## src/rtl/fals_pkg.sv

```systemverilog
// ----------------------------------------------------------------------------
// fals_pkg
// Widths, reset values and shared types of the frame audio level meter.
// ----------------------------------------------------------------------------
package fals_pkg;

  localparam int unsigned SAMPLE_W   = 16;
  localparam int unsigned LEN_W      = 16;
  // Sample counter must hold 2^LEN_W for a zero length register.
  localparam int unsigned CNT_W      = LEN_W + 1;
  localparam int unsigned SUM_W      = SAMPLE_W + LEN_W + 1;
  localparam int unsigned MAG_W      = SAMPLE_W + LEN_W;
  localparam int unsigned FRAME_W    = 32;
  localparam int unsigned DVD_W      = MAG_W;
  localparam int unsigned QUO_W      = DVD_W - LEN_W;
  localparam int unsigned STEP_W     = $clog2(QUO_W);
  localparam int unsigned OUT_W      = FRAME_W + 4 * SAMPLE_W;

  localparam logic [LEN_W-1:0]    LEN_RESET  = LEN_W'(19705);
  localparam logic [SAMPLE_W-1:0] SMP_MAX    = {1'b0, {(SAMPLE_W-1){1'b1}}};
  localparam logic [SAMPLE_W-1:0] SMP_MIN    = {1'b1, {(SAMPLE_W-1){1'b0}}};

  typedef enum logic [2:0] {
    ST_IDLE,
    ST_START_SUM,
    ST_DIV_SUM,
    ST_DIV_MAG,
    ST_EMIT
  } fals_state_e;

  typedef struct packed {
    logic busy;
    logic done;
  } div_stat_t;

endpackage

```

## src/rtl/fals_divider.sv

```systemverilog
// ----------------------------------------------------------------------------
// fals_divider
// Restoring unsigned divider, one quotient bit per cycle. The dividend must
// be below divisor * 2^QUO_W so the quotient fits QUO_W bits.
// ----------------------------------------------------------------------------
module fals_divider (
  input  logic                          clk_i,
  input  logic                          rst_ni,
  input  logic                          start_i,
  input  logic [fals_pkg::DVD_W-1:0]    dividend_i,
  input  logic [fals_pkg::CNT_W-1:0]    divisor_i,
  output fals_pkg::div_stat_t           stat_o,
  output logic [fals_pkg::QUO_W-1:0]    quotient_o
);

  logic                          busy_q, busy_d;
  logic                          done_q, done_d;
  logic [fals_pkg::STEP_W-1:0]   step_q, step_d;
  logic [fals_pkg::CNT_W-1:0]    rem_q, rem_d;
  logic [fals_pkg::CNT_W-1:0]    div_q, div_d;
  logic [fals_pkg::QUO_W-1:0]    bits_q, bits_d;
  logic [fals_pkg::CNT_W:0]      trial;

  assign trial = {rem_q, bits_q[fals_pkg::QUO_W-1]} - {1'b0, div_q};

  always_comb begin
    busy_d = busy_q;
    done_d = 1'b0;
    step_d = step_q;
    rem_d  = rem_q;
    div_d  = div_q;
    bits_d = bits_q;
    if (start_i) begin
      busy_d = 1'b1;
      step_d = '0;
      // Upper half is below the divisor, so it seeds the remainder directly.
      rem_d  = {1'b0, dividend_i[fals_pkg::DVD_W-1:fals_pkg::QUO_W]};
      bits_d = dividend_i[fals_pkg::QUO_W-1:0];
      div_d  = divisor_i;
    end else if (busy_q) begin
      if (!trial[fals_pkg::CNT_W]) begin
        rem_d = trial[fals_pkg::CNT_W-1:0];
      end else begin
        rem_d = {rem_q[fals_pkg::CNT_W-2:0], bits_q[fals_pkg::QUO_W-1]};
      end
      bits_d = {bits_q[fals_pkg::QUO_W-2:0], ~trial[fals_pkg::CNT_W]};
      step_d = step_q + 1'b1;
      if (step_q == fals_pkg::STEP_W'(fals_pkg::QUO_W - 1)) begin
        busy_d = 1'b0;
        done_d = 1'b1;
      end
    end
  end

  always_ff @(posedge clk_i or negedge rst_ni) begin
    if (!rst_ni) begin
      busy_q <= 1'b0;
      done_q <= 1'b0;
      step_q <= '0;
    end else begin
      busy_q <= busy_d;
      done_q <= done_d;
      step_q <= step_d;
    end
  end

  always_ff @(posedge clk_i) begin
    rem_q  <= rem_d;
    div_q  <= div_d;
    bits_q <= bits_d;
  end

  assign stat_o.busy = busy_q;
  assign stat_o.done = done_q;
  assign quotient_o  = bits_q;

endmodule

```

## src/rtl/frame_audio_level_stats_unit.sv

```systemverilog
// ----------------------------------------------------------------------------
// frame_audio_level_stats_unit
// Per-frame peak, swing, mean level and mean magnitude meter for signed audio samples.
// ----------------------------------------------------------------------------
// Usage:
//   s_axis carries one signed sample per item in tdata[15:0]. Every item
//   updates the running minimum, maximum, sum and sum of magnitudes; the item
//   that completes a frame of frame_length samples (zero means 65536) closes
//   it and yields one result item on m_axis.
//   cfg_* writes frame_length; the new length applies to the open frame at
//   once and writes never clear the accumulators or the frame counter.
//   Items that do not close a frame are taken back to back. After a closing
//   item no sample is taken until its result is in the output register:
//   both means come from one shared restoring divider that yields one
//   quotient bit per cycle, run back to back.
//   s_axis_tready stays low while the divider works and while a finished
//   result waits for the output register to free up; a result already in
//   the output register does not block samples that keep a frame open.
//   When the receiver stalls, m_axis holds its item unchanged.
//   Reset sets frame_length to 19705, clears the frame counter and empties
//   the accumulators; cfg_ready_o is always high.
// ----------------------------------------------------------------------------
module frame_audio_level_stats_unit (
  input  logic                         clk_i,
  input  logic                         rst_ni,
  // configuration
  input  logic                         cfg_valid_i,
  output logic                         cfg_ready_o,
  input  logic [fals_pkg::LEN_W-1:0]   cfg_data_i,    // frame_length
  // sample stream
  input  logic                         s_axis_tvalid,
  output logic                         s_axis_tready,
  input  logic [fals_pkg::SAMPLE_W-1:0] s_axis_tdata, // [15:0] sample
  // result stream
  output logic                         m_axis_tvalid,
  input  logic                         m_axis_tready,
  // [31:0] frame_index, [47:32] peak, [63:48] swing, [79:64] mean_level,
  // [95:80] mean_magnitude
  output logic [fals_pkg::OUT_W-1:0]   m_axis_tdata
);

  localparam int unsigned SW = fals_pkg::SAMPLE_W;

  fals_pkg::fals_state_e state_q, state_d;

  logic [fals_pkg::LEN_W-1:0]    len_q;
  logic signed [SW-1:0]          lo_q, hi_q;
  logic signed [fals_pkg::SUM_W-1:0] sum_q;
  logic [fals_pkg::MAG_W-1:0]    mag_q;
  logic [fals_pkg::CNT_W-1:0]    cnt_q;
  logic [fals_pkg::FRAME_W-1:0]  frame_q;

  // frame snapshot taken at close
  logic signed [SW-1:0]          snap_lo_q, snap_hi_q;
  logic signed [fals_pkg::SUM_W-1:0] snap_sum_q;
  logic [fals_pkg::MAG_W-1:0]    snap_mag_q;
  logic [fals_pkg::CNT_W-1:0]    snap_cnt_q;
  logic [fals_pkg::FRAME_W-1:0]  snap_idx_q;
  logic [SW-1:0]                 mean_lvl_q;
  logic [SW-1:0]                 mean_mag_q;

  logic                          out_valid_q;
  logic [fals_pkg::OUT_W-1:0]    out_data_q;

  logic signed [SW-1:0]          smp;
  logic signed [SW:0]            smp_x;
  logic [SW:0]                   smp_abs;
  logic signed [SW-1:0]          lo_new, hi_new;
  logic signed [fals_pkg::SUM_W-1:0] sum_new;
  logic [fals_pkg::MAG_W-1:0]    mag_new;
  logic [fals_pkg::CNT_W-1:0]    cnt_new, target;
  logic                          in_acc, closes;

  logic [fals_pkg::SUM_W-1:0]    sum_abs;
  logic                          div_start;
  logic [fals_pkg::DVD_W-1:0]    div_dividend;
  fals_pkg::div_stat_t           div_stat;
  logic [fals_pkg::QUO_W-1:0]    div_quot;
  logic                          cap_lvl, cap_mag, out_load;

  logic signed [SW:0]            lo_x, hi_x;
  logic [SW:0]                   lo_abs, hi_abs, peak_w;
  logic [SW-1:0]                 swing_w;

  // ---------------- sample path ----------------
  assign smp     = $signed(s_axis_tdata[SW-1:0]);
  assign smp_x   = {smp[SW-1], smp};
  assign smp_abs = smp_x[SW] ? (SW+1)'(-smp_x) : smp_x;
  assign lo_new  = (smp < lo_q) ? smp : lo_q;
  assign hi_new  = (smp > hi_q) ? smp : hi_q;
  assign sum_new = sum_q + fals_pkg::SUM_W'(smp);
  assign mag_new = mag_q + fals_pkg::MAG_W'(smp_abs);
  assign cnt_new = cnt_q + 1'b1;
  assign target  = (len_q == '0) ? {1'b1, {fals_pkg::LEN_W{1'b0}}} : {1'b0, len_q};

  assign s_axis_tready = (state_q == fals_pkg::ST_IDLE);
  assign in_acc        = s_axis_tvalid && s_axis_tready;
  assign closes        = (cnt_new >= target);
  assign cfg_ready_o   = 1'b1;

  // ---------------- sequencer ----------------
  assign sum_abs      = snap_sum_q[fals_pkg::SUM_W-1] ? -snap_sum_q : snap_sum_q;
  assign div_dividend = (state_q == fals_pkg::ST_START_SUM) ?
                        sum_abs[fals_pkg::DVD_W-1:0] : snap_mag_q;

  always_comb begin
    state_d   = state_q;
    div_start = 1'b0;
    cap_lvl   = 1'b0;
    cap_mag   = 1'b0;
    out_load  = 1'b0;
    case (state_q)
      fals_pkg::ST_IDLE: begin
        if (in_acc && closes) begin
          state_d = fals_pkg::ST_START_SUM;
        end
      end
      fals_pkg::ST_START_SUM: begin
        div_start = 1'b1;
        state_d   = fals_pkg::ST_DIV_SUM;
      end
      fals_pkg::ST_DIV_SUM: begin
        if (div_stat.done) begin
          cap_lvl   = 1'b1;
          div_start = 1'b1;
          state_d   = fals_pkg::ST_DIV_MAG;
        end
      end
      fals_pkg::ST_DIV_MAG: begin
        if (div_stat.done) begin
          cap_mag = 1'b1;
          state_d = fals_pkg::ST_EMIT;
        end
      end
      fals_pkg::ST_EMIT: begin
        // Hold until the output register is free.
        if (!out_valid_q || m_axis_tready) begin
          out_load = 1'b1;
          state_d  = fals_pkg::ST_IDLE;
        end
      end
      default: begin
        state_d = fals_pkg::ST_IDLE;
      end
    endcase
  end

  always_ff @(posedge clk_i or negedge rst_ni) begin
    if (!rst_ni) begin
      state_q <= fals_pkg::ST_IDLE;
    end else begin
      state_q <= state_d;
    end
  end

  fals_divider u_divider (
    .clk_i      (clk_i),
    .rst_ni     (rst_ni),
    .start_i    (div_start),
    .dividend_i (div_dividend),
    .divisor_i  (snap_cnt_q),
    .stat_o     (div_stat),
    .quotient_o (div_quot)
  );

  // ---------------- accumulators ----------------
  always_ff @(posedge clk_i or negedge rst_ni) begin
    if (!rst_ni) begin
      len_q   <= fals_pkg::LEN_RESET;
      lo_q    <= $signed(fals_pkg::SMP_MAX);
      hi_q    <= $signed(fals_pkg::SMP_MIN);
      sum_q   <= '0;
      mag_q   <= '0;
      cnt_q   <= '0;
      frame_q <= '0;
    end else begin
      if (cfg_valid_i) begin
        len_q <= cfg_data_i;
      end
      if (in_acc) begin
        if (closes) begin
          lo_q    <= $signed(fals_pkg::SMP_MAX);
          hi_q    <= $signed(fals_pkg::SMP_MIN);
          sum_q   <= '0;
          mag_q   <= '0;
          cnt_q   <= '0;
          frame_q <= frame_q + 1'b1;
        end else begin
          lo_q  <= lo_new;
          hi_q  <= hi_new;
          sum_q <= sum_new;
          mag_q <= mag_new;
          cnt_q <= cnt_new;
        end
      end
    end
  end

  always_ff @(posedge clk_i) begin
    if (in_acc && closes) begin
      snap_lo_q  <= lo_new;
      snap_hi_q  <= hi_new;
      snap_sum_q <= sum_new;
      snap_mag_q <= mag_new;
      snap_cnt_q <= cnt_new;
      snap_idx_q <= frame_q;
    end
    if (cap_lvl) begin
      mean_lvl_q <= snap_sum_q[fals_pkg::SUM_W-1] ? SW'(-div_quot) : div_quot;
    end
    if (cap_mag) begin
      mean_mag_q <= div_quot;
    end
  end

  // ---------------- output register ----------------
  assign lo_x    = {snap_lo_q[SW-1], snap_lo_q};
  assign hi_x    = {snap_hi_q[SW-1], snap_hi_q};
  assign lo_abs  = lo_x[SW] ? (SW+1)'(-lo_x) : lo_x;
  assign hi_abs  = hi_x[SW] ? (SW+1)'(-hi_x) : hi_x;
  assign peak_w  = (lo_abs > hi_abs) ? lo_abs : hi_abs;
  assign swing_w = SW'(snap_hi_q - snap_lo_q);

  always_ff @(posedge clk_i or negedge rst_ni) begin
    if (!rst_ni) begin
      out_valid_q <= 1'b0;
    end else if (out_load) begin
      out_valid_q <= 1'b1;
    end else if (m_axis_tready) begin
      out_valid_q <= 1'b0;
    end
  end

  always_ff @(posedge clk_i) begin
    if (out_load) begin
      out_data_q <= {mean_mag_q, mean_lvl_q, swing_w, peak_w[SW-1:0], snap_idx_q};
    end
  end

  assign m_axis_tvalid = out_valid_q;
  assign m_axis_tdata  = out_data_q;

endmodule

```

## config.mk

```make
export PLATFORM = sky130hd
export DESIGN_NAME = frame_audio_level_stats_unit
export DESIGN_NICKNAME = d
export VERILOG_FILES = /design/src/rtl/fals_pkg.sv /design/src/rtl/fals_divider.sv /design/src/rtl/frame_audio_level_stats_unit.sv
export SDC_FILE = /design/constraint.sdc
export NUM_CORES = 1
export LEC_CHECK = 0
export BUFFER_PORTS_ARGS = -buffer_cell sky130_fd_sc_hd__buf_2
export CAP_MARGIN = 10
export CORE_UTILIZATION = 30
export DETAILED_ROUTE_END_ITERATION = 16
export PLACE_DENSITY = 0.56
export REMOVE_ABC_BUFFERS = 1
export SKIP_LAST_GASP = 1
export SLEW_MARGIN = 5
export SYNTH_ARGS = -nofsm -noshare
export SYNTH_HDL_FRONTEND = slang
export SYNTH_SLANG_ARGS = --single-unit
```

## constraint.sdc

```tcl
create_clock -name clk_i -period 10.7 [get_ports clk_i]
set_input_delay 2.675 -clock clk_i [delete_from_list [all_inputs] [get_ports clk_i]]
set_output_delay 2.675 -clock clk_i [all_outputs]
set_load 0.02 [all_outputs]
```

Word-level counts from Yosys, hierarchy flattened
Cells that the tools add are included.

word-level totals
  memory bits (writable) = 0
  bits in latches = 0
  bits of input ports = 37
  memory bits (read-only) = 0
  register bits after elaboration = 496
  memories = 0
  output and inout bits = 99

operators by class
  equality and inequality tests = 9
  shifts and indexed selects = 0
  bitwise operators = 1
  mux-type cells = 41
  reductions and logical operators = 10
  add/subtract/negate cells = 12
  magnitude comparators = 4
  div/mod/pow operators = 0
  multipliers = 0

operators by type and width
  cell                                                              number
  16-bit two-way mux                                                10
  17-bit two-way mux                                                6
  32-bit two-way mux                                                3
  16-bit negation with 17-bit output                                3
  33-bit by 16-bit adder with 33-bit output                         1
  33-bit two-way mux                                                1
  32-bit by 1-bit adder with 32-bit output (second input constant)  1
  32-bit by 17-bit adder with 32-bit output                         1
  32-bit negation                                                   1
  18-bit by 17-bit subtractor with 18-bit output                    1
  17-bit by 1-bit adder with 17-bit output (second input constant)  1
  17-bit greater-or-equal comparator                                1
  17-bit > comparator                                               1
  16-bit > comparator                                               1
  16-bit logical NOT                                                1
  16-bit less-than comparator                                       1
  16-bit negation                                                   1
  16-bit subtractor                                                 1
  3-bit case mux with 5 select lines                                1
  1-bit two-way mux                                                 13
  3-bit two-way mux                                                 4
  4-bit two-way mux                                                 2
  3-bit by 2-bit == test with 1-bit output (second input constant)  2
  2-bit by 1-bit != test with 1-bit output (second input constant)  3
  other kinds (14)                                                  16

Depth between registers and ports, before layout
Gate-level depths: netlist of run 1.

  word-level depth = 6
  gate-level depth with buffers = 18

Hierarchy
From an unflattened synthesis of run 1, not the netlist that was laid out.

unflattened totals
  cells, all modules = 2311
  area, all modules = 25967.4 µm²

by module, submodules not included
  module                        times used  cells an instance  area an instance (µm²)
  frame_audio_level_stats_unit  1           2021               22643.0
  fals_divider                  1           290                3324.4

Worst setup path before layout of run 1
Ideal clock, no wire load.

  kind = input port to flip-flop
  start point = input s_axis_tvalid
  end point = register frame_q[1] in the netlist's numbering
  slack = 579 ps
  arrival = 10023 ps
  cell stages on the path = 3
  required time = 10603 ps
  library setup time = 97 ps
  path through = nand2_1 nor2_1 mux2_2

between the ends
  word-level cells in the longest chain between the ends = 2

ends and longest elaborated chain
  what                           line                                 RTL
  from (decl)                    frame_audio_level_stats_unit.sv:31   input logic s_axis_tvalid,
  1-bit logical AND              frame_audio_level_stats_unit.sv:97   assign in_acc = s_axis_tvalid && s_axis_tready;
  2-bit AND reduction (no line)  -
  to (signal assigned)           frame_audio_level_stats_unit.sv:187  frame_q <= frame_q + 1'b1;
  to (decl)                      frame_audio_level_stats_unit.sv:51   logic [fals_pkg::FRAME_W-1:0] frame_q;

No other way between the ends.
A chain may end at the register's enable or synchronous reset.

Worst setup path after layout of run 1
  start point = input s_axis_tdata[5] in the netlist's numbering
  end point = register snap_mag_q[22] in the netlist's numbering, data pin

between the ends
  word-level cells in the longest chain between the ends = 3

ends and longest elaborated chain
  what                                           line                                 RTL
  from (decl)                                    frame_audio_level_stats_unit.sv:33   input logic [fals_pkg::SAMPLE_W-1:0] s_axis_tdata,
  16-bit negation with 17-bit output             frame_audio_level_stats_unit.sv:88   assign smp_abs = smp_x[SW] ? (SW+1)'(-smp_x) : smp_x;
  17-bit two-way mux (*)                         frame_audio_level_stats_unit.sv:88
  32-bit by 17-bit adder with 32-bit output (*)  frame_audio_level_stats_unit.sv:92   assign mag_new = mag_q + fals_pkg::MAG_W'(smp_abs);
  named net mag_new (one bit)                    frame_audio_level_stats_unit.sv:70   logic [fals_pkg::MAG_W-1:0] mag_new;
  to (signal assigned)                           frame_audio_level_stats_unit.sv:204  snap_mag_q <= mag_new;
  to (decl)                                      frame_audio_level_stats_unit.sv:56   logic [fals_pkg::MAG_W-1:0] snap_mag_q;

The timed path passes the listed nets; every way through them passes the cells marked *.

==> results of run 1 <==
==> critical path, cell delays in order <==
cell,delay (ns)
buf_2,0.17
nor4_1,0.38
nand2b_1,0.12
nor2_1,0.13
nand3_1,0.19
o41ai_1,0.36
xnor2_1,0.13
ha_1,0.36
o21a_1,0.14
o21ai_0,0.13
o21bai_1,0.17
a21oi_1,0.10
o31a_1,0.15
o21ai_1,0.88
nand3_1,0.26
xnor2_1,0.19
==> state kept, by name (all words and copies together), names as in the netlist, 4 cells and up <==
signal and cells:
mean_lvl_q 16, mean_mag_q 16, cnt_q 17, u_divider.rem_q 17
sum_q 33, u_divider.step_q 4, snap_idx_q 32, snap_mag_q 32
len_q 16, hi_q 16, lo_q 16, u_divider.div_q 17
snap_lo_q 16, snap_sum_q 33, frame_q 32, m_axis_tdata 96
snap_hi_q 16, snap_cnt_q 17, u_divider.quotient_o 16, mag_q 32
==> layer usage <==
layer,part of all wire,global-route usage,routed length (µm),up-vias
li1,-,-,-,8546
met1,0.45,0.1903,27690,8748
met2,0.48,0.2388,29880,399
met3,0.046,0.01998,2858,92
met4,0.025,0.04395,1553,0
met5,0,0,0,-
==> power by group through the flow <==
stage | clock network (µW) | logic (µW) | registers (µW)
2_1_floorplan | 0 | 1710 | 2660
3_3_place_gp | 0 | 2280 | 2740
3_5_place_dp | 0 | 2320 | 2740
4_1_cts | 2040 | 2340 | 2710
5_1_grt | 2100 | 2580 | 2740
6_report | 1980 | 2320 | 2710
==> worst max-delay path by stage <==
stage / depth (start not counted) / startpoint / end / slack, ns
after floorplan: 3 / s_axis_tvalid / frame_q[1]$_DFFE_PN0P_ / -0.63
after global placement: 16 / s_axis_tdata[5] / snap_mag_q[26]$_DFFE_PP_ / 4.07
after detailed placement: 13 / s_axis_tdata[15] / snap_mag_q[22]$_DFFE_PP_ / 3.91
after CTS: 13 / s_axis_tdata[15] / snap_mag_q[22]$_DFFE_PP_ / 4.55
after global routing: 13 / s_axis_tdata[1] / snap_mag_q[22]$_DFFE_PP_ / 4.24
final: 16 / s_axis_tdata[5] / snap_mag_q[22]$_DFFE_PP_ / 4.52
==> cell usage after synthesis (all sizes together), types with 14 or more instances <==
cell | count | share of area
edfxtp | 323 | 0.38
nand2 | 231 | 0.034
xnor2 | 161 | 0.055
o21ai | 159 | 0.031
ha | 154 | 0.075
dfrtp | 147 | 0.14
inv | 135 | 0.020
a21oi | 99 | 0.019
nor2 | 86 | 0.013
clkbuf | 76 | 0.011
xor2 | 57 | 0.019
a21o | 55 | 0.016
nand3 | 48 | 0.0094
a22o | 47 | 0.016
o31ai | 35 | 0.010
a31oi | 31 | 0.0076
nand4 | 31 | 0.0076
nand2b | 28 | 0.0068
mux2i | 26 | 0.010
dfstp | 25 | 0.026
and3 | 24 | 0.0058
nor3 | 21 | 0.0041
nor2b | 20 | 0.0049
mux2 | 17 | 0.0075
and2 | 15 | 0.0037
o22a | 15 | 0.0051
and4 | 14 | 0.0048
o41ai | 14 | 0.0048
==> area by class of cell <==
class | instances | area share
clock buffers | 67 | 0.05119
clock inverters | 34 | 0.01303
inverters | 135 | 0.01713
multi-input cells | 1549 | 0.3665
flip-flops and latches | 496 | 0.4752
well taps | 1134 | 0.04797
repair buffers | 158 | 0.02898
==> cell families (layout without fill, tap and decap cells) <==
kind of cell | Yosys count | after routing | share of synthesized area
flops | 496 | 496 | 0.5473
mux | 43 | 43 | 0.01759
other cells | 2 | 4 | 0.0002924
xor+xnor | 218 | 218 | 0.07434
fa+ha+maj | 158 | 158 | 0.07814
compound gates | 553 | 553 | 0.1411
buf+inv | 222 | 394 | 0.03269
simple gates | 573 | 573 | 0.1085
==> stage by stage <==
| step | instance area (µm²) | setup TNS [ns] |
|---|---|---|
| 5_1_grt | 29580 | 0 |
| 3_3_place_gp | 27680 | 0 |
| 4_1_cts | 29580 | 0 |
| 3_5_place_dp | 27680 | 0 |
| 6_report | 29580 | 0 |
| 2_1_floorplan | 25360 | -39.98 |
==> results.cfg, run 1 <==
[run_status]
status = completed

[cells_and_area]
fillers = 8226
drive_gt1_frac = 0.1312
area_delta_synth_final_pct = 15.16
multi_input_area_mm2 = 0.01084
antennaDiodeCount = 0
stdcell_count = 3573
regArea_mm2 = 0.01405
most-common-layout-cells = edfxtp_1, nand2_1, xnor2_1
nets = 2589
utilization = 0.3512
final_common_cell = edfxtp_1

[die]
io_pins = 136
fp.coreArea_mm2 = 0.08422
die_area_mm2 = 0.08678
die_y_um = 294.6
initial_core_util = 0.3049
rows = 106
die_x_um = 294.6

[power_and_ir_drop]
p_per_area_mw_per_mm2 = 237.0
pwr-share-seq = 0.387
p_leak_uw = 0.01201
power_uw = 7010
comb_power_share = 0.332
p_switching_uw = 2382
switching_share = 0.3397
max-vdd-ir-drop_mv = 0.1370
p_int_uw = 4628
power.share.clock = 0.282

[routing]
vias_per_cell = 4.978
drt-initial-drc-count = 1212
wl_per_cell_um = 17.35
ant_nets = 0
dr.pass1.iters = 6
num_vias = 17790
drt_wl_total_um = 61980
drc_errors = 0

[synthesis]
synth_edf_count = 323
ys_seq_area_frac = 0.5473
synth_area_mm2 = 0.02568
syn_inst = 2265
syn_avg_cell_area_um2 = 11.34
ys_types = 70
async_flop_share = 0.3468
ys_ff_latch = 496
synthFlopType = edfxtp_1
yosysWarnings = 0

[cts]
cts_tree = done
ctsResizeCount = 0
hold_buffers = 0
path_clk_slew_ns = 0.06
cts_setup_buffers = 0
numCtsBuffers = 54
root_buffer = clkbuf_16
clock_sinks = 496
clockBufferDepth = 3
h-tree-depth = 2
clk_latency_ns = 0.60

[sta]
drv_slew = 0
period_share = 0.5775
relSlewSlack = 0.2181
finalSetupViolCount = 0
whs_ns = 0.4124
finalHoldViolCount = 0
rsz0062_at_grt = false
fmax_mhz = 161.8
min_period_ns = 6.179
tightestPinTransition_ns = 1.172
fin_skew_ns = 0.01326
layout_setup_ws_ns = 4.521

[critical_path]
r2r-end = hi_q[13]$_DFFE_PN0P_
r2r_slack_ns = 5.19
worstPathMaxFanout = 13
crit_required_ns = 11.05
worstSetupPathType = in -> reg
cp.arrival_ns = 6.53
reg2reg_depth = 17
cp-end-kind = flop
reg2reg_from = cnt_q[0]$_DFFE_PN0P_
start_kind = primary input

[worst_hold_path]
hp-class = reg -> reg
worstHoldPathCells = 0
hold_start = mean_lvl_q[14]$_DFFE_PP_
hold_end = m_axis_tdata[78]$_DFFE_PP_

[global_route]
antenna_found_initial = 0
grt_pass1_vias = 17680
grt_pass1_wl_um = 98860
grt_max_degree = 71
grt-ovfl-total = 0
groute.usage.overall = 0.1428

[run]
max_cap_viol_count = 0

[place]
placed_cells = 3472
dp_hpwl_um = 44160
gp_congestion = 0.8708
port-buffer-count = 134
preCtsSetupSlack_ns = 3.912
Power figures use the tool's default switching activity.
==> inputs of run 2 (changes only) <==
--- a/config.mk
+++ b/config.mk
@@ -9,7 +9,7 @@
 export CAP_MARGIN = 10
 export CORE_UTILIZATION = 30
 export DETAILED_ROUTE_END_ITERATION = 16
-export PLACE_DENSITY = 0.56
+export PLACE_DENSITY = 0.58
 export REMOVE_ABC_BUFFERS = 1
 export SKIP_LAST_GASP = 1
 export SLEW_MARGIN = 5
==> constraint.sdc (replaced) <==
create_clock -name clk_i -period 5.2 [get_ports clk_i]
set_input_delay 1.3 -clock clk_i [delete_from_list [all_inputs] [get_ports clk_i]]
set_output_delay 1.3 -clock clk_i [all_outputs]
set_load 0.02 [all_outputs]
==> results.cfg, run 2 (synthesized netlist as in run 1, its figures left out) <==
[power_and_ir_drop]
max-vdd-ir-drop_mv = 0.2511
p_leak_uw = 0.01215
p_per_area_mw_per_mm2 = 482.5

[global_route]
grt_pass1_vias = 18160
grt_pass1_wl_um = 100100
grt-ovfl-total = 0
antenna_found_initial = 2
groute.usage.overall = 0.1449
grt_max_degree = 87

[sta]
whs_ns = 0.4139
fin_tns_setup_ns = 0
finalHoldViolCount = 0
relSlewSlack = 0.3618
fin_skew_ns = 0.02895
layout_setup_ws_ns = 0.7151
min_period_ns = 4.485
tightestPinTransition_ns = 0.9573
period_share = 0.8625
rsz0062_at_grt = false
fmax_mhz = 223.0
drv_slew = 0
finalSetupViolCount = 0

[die]
rows = 106
fp.coreArea_mm2 = 0.08422
initial_core_util = 0.3049
die_y_um = 294.6
die_x_um = 294.6
io_pins = 136
die_area_mm2 = 0.08678

[cts]
ctsResizeCount = 0
clk_latency_ns = 0.61
h-tree-depth = 2
clockBufferDepth = 3
numCtsBuffers = 53
path_clk_slew_ns = 0.06
cts_setup_buffers = 0
hold_buffers = 0
root_buffer = clkbuf_16
cts_tree = done
clock_sinks = 496

[worst_hold_path]
worstHoldPathCells = 0
hold_end = m_axis_tdata[25]$_DFFE_PP_
hold_start = snap_idx_q[25]$_DFFE_PP_
hp-class = reg -> reg

[critical_path]
cp-end-kind = flop
reg2reg_depth = 16
r2r_slack_ns = 0.72
reg2reg_from = cnt_q[0]$_DFFE_PN0P_
start_kind = flop
worstPathMaxFanout = 12
worstSetupPathType = reg -> reg
crit_required_ns = 5.68
cp.arrival_ns = 4.96
r2r-end = frame_q[31]$_DFFE_PN0P_

[cells_and_area]
final_common_cell = edfxtp_1
fin_area_mm2 = 0.02980
drive_gt1_frac = 0.1436
most-common-layout-cells = edfxtp_1, nand2_1, xnor2_1
nets = 2624
fillers = 8237
largest_reg_flops = 96
area_delta_synth_final_pct = 16.02
stdcell_count = 3608

[run]
max_cap_viol_count = 0

[place]
placed_cells = 3508
port-buffer-count = 134
preCtsSetupSlack_ns = 0.3234
gp_congestion = 0.8713
dp_hpwl_um = 45020
placed_area_mm2 = 0.02800

[routing]
drc_errors = 0
ant_nets = 0
num_vias = 17970
vias_per_cell = 4.980
drt_wl_total_um = 62710
drt-initial-drc-count = 1280
wl_per_cell_um = 17.38
dr.pass1.iters = 6

[run_status]
status = completed
## run 2: cell types whose count changed in the layout (fill, tap and decap cells not counted), sizes merged
cell      delta
inv          -3
buf         +36
clkinvlp     +2
clkinv       +1
diode        +1
clkbuf       -2
## run 2: final cells by class
class | count | area [µm²] | area share
clock buffer | 65 | 1413 | 0.04741
antenna | 1 | 2.502 | 0.00008398
tap | 1134 | 1419 | 0.04762
timing repair buffer | 194 | 1177 | 0.03951
sequential | 496 | 14050 | 0.4717
inverter | 135 | 506.7 | 0.01701
multi-input combinational | 1549 | 10840 | 0.3638
clock inverter | 34 | 384.1 | 0.01289
## run 2: worst max path at each step
| stage | start | end | cells past startpoint |
|---|---|---|---|
| 2_1_floorplan | s_axis_tvalid | frame_q[1]$_DFFE_PN0P_ | 3 |
| 3_3_place_gp | s_axis_tdata[5] | snap_mag_q[31]$_DFFE_PP_ | 17 |
| 3_5_place_dp | s_axis_tdata[5] | snap_mag_q[24]$_DFFE_PP_ | 18 |
| 4_1_cts | cnt_q[0]$_DFFE_PN0P_ | frame_q[31]$_DFFE_PN0P_ | 16 |
| 5_1_grt | cnt_q[0]$_DFFE_PN0P_ | frame_q[31]$_DFFE_PN0P_ | 16 |
| 6_report | cnt_q[0]$_DFFE_PN0P_ | frame_q[31]$_DFFE_PN0P_ | 16 |
## run 2: through the flow
stage	power [µW]	utilization
finish	14380	0.3538
global route	15260	0.3538
CTS	14490	0.3538
detailed placement	10510	0.3324
global placement	10350	0.3324
floorplan	8994	-
## run 2: report_power, final
part | switching [µW] | total (µW) | internal (µW)
Sequential | 470 | 5580 | 5110
Combinational | 2810 | 4880 | 2060
Clock | 1620 | 3910 | 2290
Total | 4910 | 14400 | 9470
## run 2: routing by layer
metal	up-vias	wire length (µm)	track usage
met4	2	1795	0.04916
li1	8612	-	-
met2	410	29870	0.2461
met3	104	2674	0.02074
met1	8841	28350	0.1881
met5	-	13	0
## run 2: worst max-delay path: stages (launching register included)
cell	delay (ns)
dfrtp_1	0.45
ha_1	0.31
and2_1	0.23
nand2_1	0.11
nor2_1	0.14
nand2_1	0.14
nor2_1	0.15
xor2_1	0.34
ha_1	0.22
and4_1	0.26
a221o_1	0.20
a31oi_2	0.04
buf_4	0.25
nor3_1	0.44
and4_1	0.44
or3b_2	0.48
xnor2_1	0.14
==> inputs of run 3 (changes only) <==
--- a/config.mk
+++ b/config.mk
@@ -7,6 +7,7 @@
 export LEC_CHECK = 0
 export BUFFER_PORTS_ARGS = -buffer_cell sky130_fd_sc_hd__buf_2
 export CAP_MARGIN = 10
+export CORE_ASPECT_RATIO = 0.5
 export CORE_UTILIZATION = 30
 export DETAILED_ROUTE_END_ITERATION = 16
 export PLACE_DENSITY = 0.58
==> results.cfg, run 3 (synthesized netlist as in run 1, its figures left out) <==
[run_status]
status = completed

[cts]
ctsResizeCount = 0
cts_setup_buffers = 0
path_clk_slew_ns = 0.07
root_buffer = clkbuf_16
numCtsBuffers = 50
clock_sinks = 496
clockBufferDepth = 3
cts_tree = done
h-tree-depth = 2
clk_latency_ns = 0.62
hold_buffers = 0

[critical_path]
cp.depth = 13
crit_required_ns = 5.55
start_kind = primary input
crit_buf_inv = 2
worstPathMaxFanout = 10
cp.arrival_ns = 4.93
crit_slowest_cell = or4_1
slowest_delay_ns = 0.61
worstSetupPathType = in -> reg
reg2reg_depth = 16
crit_family = compound AO/OA/AOI/OAI gates
cp-end-kind = flop
cp_cell_sequence = buf_2 > or4_1 > or3_1 > o21ai_0 > xnor2_1 > ha_1 > a21o_1 > a221o_1 > a21oi_1 > inv_1 > o21ai_0 > nor2_1 > xnor2_1

[worst_hold_path]
hp-class = reg -> reg
worstHoldPathCells = 0

[cells_and_area]
nets = 2611
fin_area_mm2 = 0.02966
drive_gt1_frac = 0.1395
largest_reg_flops = 96
most-common-layout-cells = edfxtp_1, nand2_1, xnor2_1
area_delta_synth_final_pct = 15.49
utilization = 0.3520
antennaDiodeCount = 0
final_common_cell = edfxtp_1

[sta]
min_period_ns = 4.577
finalHoldViolCount = 0
finalSetupViolCount = 0
fmax_mhz = 218.5
fin_skew_ns = 0.03454
drv_slew = 0
tightestPinTransition_ns = 1.082
rsz0062_at_grt = false
period_share = 0.8802
layout_setup_ws_ns = 0.6230
relSlewSlack = 0.2779

[routing]
wl_met2_um = 30030
drt_wl_total_um = 62690
ant_nets = 0
dr_wl_met3_um = 1986
drc_errors = 0
wl_per_cell_um = 17.54
drt-initial-drc-count = 1093
vias_per_cell = 4.955
dr.pass1.iters = 5
wl_met1_um = 29220
maxUsedRoutingLayer = met4
num_vias = 17710

[die]
initial_core_util = 0.3048
fp.coreArea_mm2 = 0.08427
io_pins = 136
die_area_mm2 = 0.08685
die_y_um = 208.9
die_x_um = 415.8
rows = 75

[global_route]
groute.usage.overall = 0.1446
grt_pass1_vias = 18010
grt-ovfl-total = 0
antenna_found_initial = 0
grt_max_degree = 81
grt_pass1_wl_um = 100300

[place]
preCtsSetupSlack_ns = 0.1179
dp_hpwl_um = 44570
gp_congestion = 0.8607
placed_area_mm2 = 0.02788
port-buffer-count = 134

[power_and_ir_drop]
max-vdd-ir-drop_mv = 0.2943
p_switching_uw = 4912
p_per_area_mw_per_mm2 = 482.0
p_int_uw = 9385
pwr-share-seq = 0.389
switching_share = 0.3436
power.share.clock = 0.273
p_leak_uw = 0.01207
power_uw = 14300
comb_power_share = 0.339

[run]
max_cap_viol_count = 0
-- run 3: changes by cell type in the layout (fill, tap and decap cells not counted), moves of 3 or more --
cell	change
clkbuf_1	-5
buf_4	-8
clkbuf_16	-3
clkinvlp_4	+4
clkinv_2	-6
clkbuf_8	+3
-- run 3: cell type report --
| cell class | count | area [µm²] |
|---|---|---|
| flip-flops and latches | 496 | 14050 |
| well taps | 1116 | 1396 |
| inverters | 135 | 506.7 |
| clock inverters | 34 | 420.4 |
| fillers | 8337 | 54610 |
| repair buffers | 184 | 1077 |
| clock buffers | 60 | 1360 |
| multi-input cells | 1549 | 10840 |
-- run 3: per-layer routing --
layer | GRT usage | up-vias
met5 | 0 | -
met2 | 0.2443 | 283
met3 | 0.02004 | 94
li1 | - | 8567
met1 | 0.1928 | 8766
met4 | 0.04263 | 0
-- run 3: stage by stage --
step	std cells	hold slack [ns]	TNS, ns
after global routing	3574	0.4203	0
final	3574	0.4060	0
after CTS	3574	0.4199	0
after detailed placement	3480	0.4045	0
after global placement	3480	0.4007	0
after floorplan	2180	0.4003	-662.86
-- run 3: power groups by stage --
stage,Clock [µW],Sequential (µW),Combinational [µW]
2_1_floorplan,0,5470,3520
3_3_place_gp,0,5620,4740
3_5_place_dp,0,5630,4820
4_1_cts,4010,5560,4850
5_1_grt,4160,5630,5400
6_report,3900,5560,4850
-- run 3: worst paths after layout --
check	startpoint	end	slack, ns
min	snap_idx_q[2]$_DFFE_PP_	m_axis_tdata[2]$_DFFE_PP_	0.41
max in group asynchronous	rst_ni	sum_q[14]$_DFFE_PN0P_	3.32
max reg2reg	cnt_q[0]$_DFFE_PN0P_	frame_q[31]$_DFFE_PN0P_	0.65
max	s_axis_tdata[10]	snap_mag_q[27]$_DFFE_PP_	0.62
min reg2reg	snap_idx_q[2]$_DFFE_PP_	m_axis_tdata[2]$_DFFE_PP_	0.41
min in group asynchronous	rst_ni	frame_q[11]$_DFFE_PN0P_	0.76
